==> src/hdl/zrld_pkg.sv <==
// ----------------------------------------------------------------------------
// Zero run-length decoder package
// Shared types and constants for the zero run-length decoder core.
// ----------------------------------------------------------------------------
package zrld_pkg;

    // Parser phase, one-hot
    typedef enum logic [3:0] {
        PH_CODE  = 4'b0001,
        PH_COUNT = 4'b0010,
        PH_LOW   = 4'b0100,
        PH_HIGH  = 4'b1000
    } phase_t;

    // Result kind
    typedef enum logic {
        KIND_LITERAL = 1'b0,
        KIND_RUN     = 1'b1
    } kind_t;

    // Register map: index is paddr[2]
    localparam int          PADDR_W         = 3;
    localparam logic        REG_TOTAL_BYTES = 1'b0;

endpackage

==> src/hdl/zero_run_length_decoder_core.sv <==
// ----------------------------------------------------------------------------
// Zero run-length decoder core
// Expands a zero run-length coded byte stream into literal writes and
// zero-run reports at output byte positions.
// ----------------------------------------------------------------------------
// Usage:
//   Feed one encoded byte per transaction on the s_ channel (s_in_byte).
//   Each byte yields zero or one result transaction on the m_ channel:
//   a literal (kind 0, value, run_length 1) or a zero run (kind 1, start
//   position, clipped run_length). Escape, second escape and low bytes of a
//   run sequence give no result; a long run of length zero gives none.
//   finished is set on the result that brings the position to total_bytes;
//   after that, input bytes are taken and dropped.
//   Program total_bytes over the APB port (address 0) while idle.
// Throughput:
//   One byte per cycle while m_ready lets the result register drain. A byte
//   is held in the input register and then decoded into the result register,
//   which drives m_. Each step is one subtract, compare and add on the
//   32-bit position register, which carries from byte to byte.
// Reset (aresetn low, synchronous): phase returns to code byte, position
//   and total_bytes clear, both channels go empty.
// Stall: while m_ready is low the result register holds; the input register
//   still takes one more byte, then s_ready drops until the result leaves.
// ----------------------------------------------------------------------------
module zero_run_length_decoder_core
    import zrld_pkg::*;
(
    input  logic               aclk,
    input  logic               aresetn,
    // APB configuration port
    input  logic               psel,
    input  logic               penable,
    input  logic               pwrite,
    input  logic [PADDR_W-1:0] paddr,
    input  logic [31:0]        pwdata,
    output logic [31:0]        prdata,
    output logic               pready,
    // Encoded byte input
    input  logic               s_valid,
    output logic               s_ready,
    input  logic [7:0]         s_in_byte,
    // Decoded result output
    output logic               m_valid,
    input  logic               m_ready,
    output logic               m_kind,
    output logic [31:0]        m_position,
    output logic [7:0]         m_value,
    output logic [15:0]        m_run_length,
    output logic               m_finished
);

    // ------------------------------------------------------------------
    // Configuration register
    // ------------------------------------------------------------------
    logic [31:0] total_bytes_reg;
    logic        cfg_wr;

    assign pready = 1'b1;
    assign cfg_wr = psel && penable && pwrite;

    always_ff @(posedge aclk) begin
        if (!aresetn) begin
            total_bytes_reg <= '0;
        end else if (cfg_wr && (paddr[2] == REG_TOTAL_BYTES)) begin
            total_bytes_reg <= pwdata;
        end
    end

    // Read back total_bytes at its address, zero elsewhere
    assign prdata = (paddr[2] == REG_TOTAL_BYTES) ? total_bytes_reg : 32'd0;

    // ------------------------------------------------------------------
    // Input register
    // ------------------------------------------------------------------
    logic       in_valid_reg;
    logic [7:0] in_byte_reg;
    logic       step;

    // Decode the held byte when the result register is free or draining
    assign step    = in_valid_reg && (!m_valid || m_ready);
    assign s_ready = !in_valid_reg || step;

    always_ff @(posedge aclk) begin
        if (!aresetn) begin
            in_valid_reg <= 1'b0;
        end else if (s_ready) begin
            in_valid_reg <= s_valid;
        end
    end

    always_ff @(posedge aclk) begin
        if (s_ready && s_valid) begin
            in_byte_reg <= s_in_byte;
        end
    end

    // ------------------------------------------------------------------
    // Parser state
    // ------------------------------------------------------------------
    phase_t      phase_reg,     phase_next;
    logic [31:0] position_reg,  position_next;
    logic [7:0]  low_count_reg, low_count_next;

    // Decode results for the held byte
    logic        emit;
    kind_t       res_kind;
    logic [7:0]  res_value;
    logic [15:0] res_len;
    logic        res_finished;

    logic        done;
    logic [31:0] remain;
    logic        is_run;
    logic [15:0] raw_len;
    logic        clip;

    // Decoding is over once the position reaches total_bytes
    assign done   = (position_reg >= total_bytes_reg);
    assign remain = total_bytes_reg - position_reg;
    assign clip   = ({16'd0, raw_len} > remain);

    always_comb begin
        phase_next     = phase_reg;
        position_next  = position_reg;
        low_count_next = low_count_reg;
        emit           = 1'b0;
        is_run         = 1'b0;
        raw_len        = 16'd0;
        res_kind       = KIND_LITERAL;
        res_value      = 8'd0;
        res_len        = 16'd1;
        res_finished   = 1'b0;

        if (!done) begin
            unique case (phase_reg)
                PH_CODE: begin
                    if (in_byte_reg == 8'd0) begin
                        phase_next = PH_COUNT;
                    end else begin
                        // Literal: write and advance by one
                        emit          = 1'b1;
                        res_value     = in_byte_reg;
                        position_next = position_reg + 32'd1;
                        res_finished  = (remain == 32'd1);
                    end
                end
                PH_COUNT: begin
                    if (in_byte_reg == 8'd0) begin
                        phase_next = PH_LOW;
                    end else begin
                        phase_next = PH_CODE;
                        is_run     = 1'b1;
                        raw_len    = {8'd0, in_byte_reg};
                    end
                end
                PH_LOW: begin
                    low_count_next = in_byte_reg;
                    phase_next     = PH_HIGH;
                end
                PH_HIGH: begin
                    phase_next = PH_CODE;
                    is_run     = 1'b1;
                    raw_len    = {in_byte_reg, low_count_reg};
                end
                default: begin
                    phase_next = PH_CODE;
                end
            endcase

            // Zero run: drop a zero length, clip to the bytes that remain
            if (is_run && (raw_len != 16'd0)) begin
                emit     = 1'b1;
                res_kind = KIND_RUN;
                if (clip) begin
                    res_len       = remain[15:0];
                    position_next = total_bytes_reg;
                    res_finished  = 1'b1;
                end else begin
                    res_len       = raw_len;
                    position_next = position_reg + {16'd0, raw_len};
                    res_finished  = (remain == {16'd0, raw_len});
                end
            end
        end
    end

    always_ff @(posedge aclk) begin
        if (!aresetn) begin
            phase_reg     <= PH_CODE;
            position_reg  <= '0;
            low_count_reg <= '0;
        end else if (step) begin
            phase_reg     <= phase_next;
            position_reg  <= position_next;
            low_count_reg <= low_count_next;
        end
    end

    // ------------------------------------------------------------------
    // Result register
    // ------------------------------------------------------------------
    logic        m_valid_reg;
    kind_t       m_kind_reg;
    logic [31:0] m_position_reg;
    logic [7:0]  m_value_reg;
    logic [15:0] m_run_length_reg;
    logic        m_finished_reg;

    always_ff @(posedge aclk) begin
        if (!aresetn) begin
            m_valid_reg <= 1'b0;
        end else if (step) begin
            m_valid_reg <= emit;
        end else if (m_ready) begin
            m_valid_reg <= 1'b0;
        end
    end

    // Load payload only on a new result; hold it while stalled
    always_ff @(posedge aclk) begin
        if (step && emit) begin
            m_kind_reg       <= res_kind;
            m_position_reg   <= position_reg;
            m_value_reg      <= res_value;
            m_run_length_reg <= res_len;
            m_finished_reg   <= res_finished;
        end
    end

    assign m_valid      = m_valid_reg;
    assign m_kind       = m_kind_reg;
    assign m_position   = m_position_reg;
    assign m_value      = m_value_reg;
    assign m_run_length = m_run_length_reg;
    assign m_finished   = m_finished_reg;

`ifndef NO_ASSERTIONS
    // A literal always reports length one and a nonzero value
    a_literal_shape: assert property (@(posedge aclk) disable iff (!aresetn)
        (m_valid && (m_kind_reg == KIND_LITERAL)) |-> (m_run_length == 16'd1) &&
        (m_value != 8'd0))
        else $error("literal result with bad length or value");

    // A run reports a zero value and a nonzero length
    a_run_shape: assert property (@(posedge aclk) disable iff (!aresetn)
        (m_valid && (m_kind_reg == KIND_RUN)) |-> (m_value == 8'd0) &&
        (m_run_length != 16'd0))
        else $error("run result with bad value or length");

    // Input stalls only while a byte is held behind a stalled result
    a_stall_cause: assert property (@(posedge aclk) disable iff (!aresetn)
        !s_ready |-> (in_valid_reg && m_valid && !m_ready))
        else $error("input stalled without a blocked result");

    // Position advances exactly by the reported length of each result
    a_position_step: assert property (@(posedge aclk) disable iff (!aresetn)
        (step && emit) |=> (position_reg ==
        ($past(position_reg) + {16'd0, m_run_length_reg})))
        else $error("position did not advance by the result length");

    // Nothing changes once decoding is done
    a_done_hold: assert property (@(posedge aclk) disable iff (!aresetn)
        (step && done) |=> ($stable(position_reg) && $stable(phase_reg) &&
        !m_valid_reg))
        else $error("state changed after decoding finished");
`endif

endmodule

==> config.mk <==
export PLATFORM = sky130hd
export DESIGN_NAME = zero_run_length_decoder_core
export DESIGN_NICKNAME = d
export VERILOG_FILES = /design/src/hdl/zrld_pkg.sv /design/src/hdl/zero_run_length_decoder_core.sv
export SDC_FILE = /design/constraint.sdc
export NUM_CORES = 1
export LEC_CHECK = 0
export CAP_MARGIN = 0
export CORE_AREA = 5 5 140 142
export CTS_CLUSTER_DIAMETER = 150
export DETAILED_ROUTE_END_ITERATION = 12
export DIE_AREA = 0 0 145 147
export DONT_BUFFER_PORTS = 1
export PLACE_DENSITY = 0.84
export SETUP_SLACK_MARGIN = 0.4
export SYNTH_ARGS = -nofsm -noshare
export SYNTH_HDL_FRONTEND = slang
export SYNTH_SLANG_ARGS = --single-unit
==> constraint.sdc <==
create_clock -name aclk -period 16.2 [get_ports aclk]
set_input_delay 3.24 -clock aclk [delete_from_list [all_inputs] [get_ports aclk]]
set_output_delay 3.24 -clock aclk [all_outputs]
set_load 0.02 [all_outputs]
# == Word level (Yosys, flattened, before mapping) ==
# Index checks and enable logic that the tools add are counted.
# op_classes
bitwise,4
n_mux,26
addsub,3
reduce_logical,20
n_eq_ne,8
n_lt_le_gt_ge,2
# op_table
op,count
two-way mux 32 bit,5
two-way mux 16 bit,3
"adder 32 x 1 -> 32 bit, second input constant",1
adder 32 x 16 -> 32 bit,1
"equality test 32 x 1 -> 1 bit, second input constant",1
equality test 32 x 16 -> 1 bit,1
greater-or-equal comparator 32 bit,1
> comparator 16 x 32 -> 1 bit,1
case mux 16 bit (2 select lines),1
subtractor 32 bit,1
nonzero test 16 bit,1
two-way mux 1 bit,12
case mux 4 bit (3 select lines),1
zero test 8 bit,1
two-way mux 8 bit,1
logical AND 1 bit,7
AND reduction 3 bit,2
"equality test 4 x 1 -> 1 bit, second input constant",1
"equality test 4 x 2 -> 1 bit, second input constant",1
"equality test 4 x 3 -> 1 bit, second input constant",1
"equality test 4 bit, second input constant",1
two-way mux 4 bit,1
inverter 1 bit,4
AND reduction 4 bit,1
9 further kinds,12
# totals
elab_cells,75
input_bits,50
ff_bits,144

# == Logic depth before layout (Yosys ltp) ==
# depth
word_depth,9
ltp_mapped,27
ltp_nobuf,22

# == Worst setup path before layout ==
# OpenSTA, ideal clock, no wires.
# synth_timing
path_type,input to output
from,in paddr[2]
to,out prdata[10]
arrival_ns,3.753
cell_stages,2
path_slack_ns,9.207
t_required_ns,12.960
path_buffers,1
path_cell_list,clkbuf_1 -> nor2b_1
# synth_via
elab_chain_cells,1
# synth_lines
element,line_no,text
from (decl),zero_run_length_decoder_core.sv:34,"input logic [PADDR_W-1:0] paddr,"
two-way mux 32 bit,zero_run_length_decoder_core.sv:70,assign prdata = (paddr[2] == REG_TOTAL_BYTES) ? total_bytes_reg : 32'd0;
to (decl),zero_run_length_decoder_core.sv:36,"output logic [31:0] prdata,"
# No other way between the ends.

# == Final worst setup path ==
# layout_timing
from,in paddr[2]
to,out prdata[9]
# Same word-level chain as after synthesis.

==> flow_metrics.tcl <==
set metrics [dict create \
    status "finished clean" \
    synthesis.area_um2 10740 \
    timing.final.crit_period_ns 6.922 \
    antenna_cells 0 \
    cts_tree "built" \
    die_w_um 145 \
    areaGrowthSynthToFinish_pct 5.264 \
    fmax_mhz 144.5 \
    hpwl_mm 24.14 \
    cpPeakStageDelay_ns 0.43 \
    synth_nets 1407 \
    setup_ws_ns 9.278 \
    yosys-top-cells-count "133 x nand2_1, 93 x a21oi_1, 91 x nor2_1, 79 x inv_1, 78 x dfxtp_1" \
    synthCells 1290 \
    yosys-top-cells-area "edfxtp_1 18%, dfxtp_1 15%, ha_1 7.6%" \
    worstMarginPinSlew_ns 0.9687 \
    core.rowCount 50 \
    clkSinkCount 144 \
    seq_area_frac_synth 0.3298 \
    p_leak_uw 0.004166 \
    finClkSkew_ns 0.009633 \
    arrival_ns 3.68 \
    portBuffers 0 \
    hp-class "reg2reg" \
    maxSlewHeadroom 0.3542 \
    fin_area_um2 11310 \
    post_cts_resize_count 0 \
    cts_buffer_depth 2 \
    synth_top_area_frac 0.1845 \
    path_class "in2out" \
    yosys.area.top_type "edfxtp_1" \
    setup_violations 0 \
    grt_pass1_wl_mm 50.61 \
    wl_per_cell_um 21.76 \
    drv_cap 0 \
    numCtsBuffers 17 \
    place_ws_ns 9.295 \
    coreArea_um2 18330 \
    synthArstFlopShare 0 \
    h-tree-depth 4 \
    post_cts_buffers 0 \
    crit_family "simple AND/OR/NAND/NOR gates" \
    ctsHoldBuffers 0 \
    clkTransAtPathRegs_ns 0.06 \
    synth_seq_cells 144 \
    final.setup.tns_ns 0 \
    rsz0062_at_grt "false" \
    grtUsageTotal 0.2940 \
    end_kind "output port" \
    firstDrtPassIters 6 \
    drc 0 \
    ios 143 \
    cp.buffers_inverters 0 \
    grt_max_degree 86 \
    drt_iter0_drc 1276 \
    ant_nets 0 \
    worst_ir_drop_vdd_v 0.00008064 \
    hold_viol 0 \
    synthFlopType "dfxtp_1" \
    worst-path-max-fanout 34 \
    num_vias 9916 \
    synth.distinct_cells 81 \
    post-route-util 0.6169 \
    layout-drive-gt1-share 0.05159 \
    cp_cell_sequence "nor2b_1" \
    grt_pass1_vias 9226 \
    routed_wl_mm 32.51 \
    synth_enable_flop_cells 66 \
    fin_crit_sh 0.4273 \
    die_area_um2 21320 \
    nFillCells 1582 \
    avgSynthCellArea_um2 8.328 \
    synth.most_common_cell "nand2_1" \
    crit_slowest_cell "nor2b_1" \
    die_h_um 147 \
    antenna_found_initial 0 \
    final_net_count 1364 \
    finalMaxSlewViolations 0 \
    initial_core_util 0.5861 \
    vias_per_cell 6.637 \
    dpl_cell_area_um2 10740 \
    critPathLaunchType "input pin" \
    powerDensity_nw_per_um2 89.06 \
    whs_ns 0.4941 \
    cts_root_buf "clkbuf_16" \
    synth_warnings 0 \
    gp_congestion 0.9893 \
    grt_overflow_total 0 \
    cp.required_ns 12.96 \
    clock_latency_ns 0.44 \
]
## cells in the final DEF, fill, tap and decap left out, types with 18 or more instances in the layout
cell type  synthesis  layout
edfxtp_1          66      66
dfxtp_1           78      78
a21boi_0          37      37
nand3_1           34      34
ha_1              65      65
nand4_1           28      28
xnor2_1           43      43
and2_1            18      18
a21o_1            18      18
a21oi_1           93      93
mux2i_1           45      45
nand2_1          133     133
a31oi_1           19      19
nor3_1            29      29
nor2_1            91      91
o21ai_0           56      56
inv_1             79      79
nor2b_1           49      49
## final timing paths
path                            slack, ns                 from                   to  depth (start not counted)
worst max-delay path                 9.28             paddr[2]            prdata[9]                          1
worst min-delay path                 0.49  total_bytes_reg[20]  total_bytes_reg[20]                          2
worst max register to register       9.71      position_reg[0]     m_run_length[15]                         23
worst min register to register       0.49  total_bytes_reg[20]  total_bytes_reg[20]                          2
## cell families (layout without fill, tap and decap cells)
group | count (synthesis) | after routing | share of synthesized area
AND/OR/NAND/NOR | 473 | 473 | 0.2229
AO/OA/AOI/OAI | 347 | 347 | 0.2119
buffers and inverters | 151 | 121 | 0.06243
flip-flops | 144 | 144 | 0.3298
adder cells (fa/ha/maj) | 67 | 67 | 0.07943
XOR/XNOR | 59 | 59 | 0.04810
multiplexers | 48 | 48 | 0.04507
other | 1 | 1 | 0.0003491
## report_power, final
group	switching [uW]	total, uW	leakage [uW]	internal, uW
sequential	24.0	423	0.00126	399
clock	176	386	0.000277	210
combinational	126	199	0.00263	72.7
total	326	1010	0.00417	681
## area by class of cell
| cell class | count | area (um2) | share of cell area |
|---|---|---|---|
| timing repair buffer | 9 | 67.56 | 0.005975 |
| sequential | 144 | 3543 | 0.3133 |
| tap | 234 | 292.8 | 0.02589 |
| clock inverter | 13 | 116.4 | 0.01029 |
| clock buffer | 19 | 452.9 | 0.04005 |
| multi-input combinational | 995 | 6535 | 0.5779 |
| inverter | 80 | 300.3 | 0.02655 |
## metrics by stage
| step | std cells | total power [uW] |
|---|---|---|
| after global routing | 1494 | 1044 |
| after global placement | 1462 | 620.7 |
| after detailed placement | 1462 | 623.4 |
| after CTS | 1494 | 1004 |
| after floorplan | 1290 | 576.3 |
| final | 1494 | 1007 |
## tightest hold or removal path, stage by stage, from the launching register on
cell	delay (ns)
dfxtp_1	0.33
nand2_1	0.05
a21boi_0	0.06
## per-layer routing
layer  track usage  part of all wire  vias to the layer above
li1              -                 -                     4593
met1        0.4103              0.42                     4647
met2        0.4361              0.44                      581
met3       0.07495              0.10                       95
met4        0.1191             0.036                        0
met5             0                 0                        -
Power figures use the tool's default switching activity.
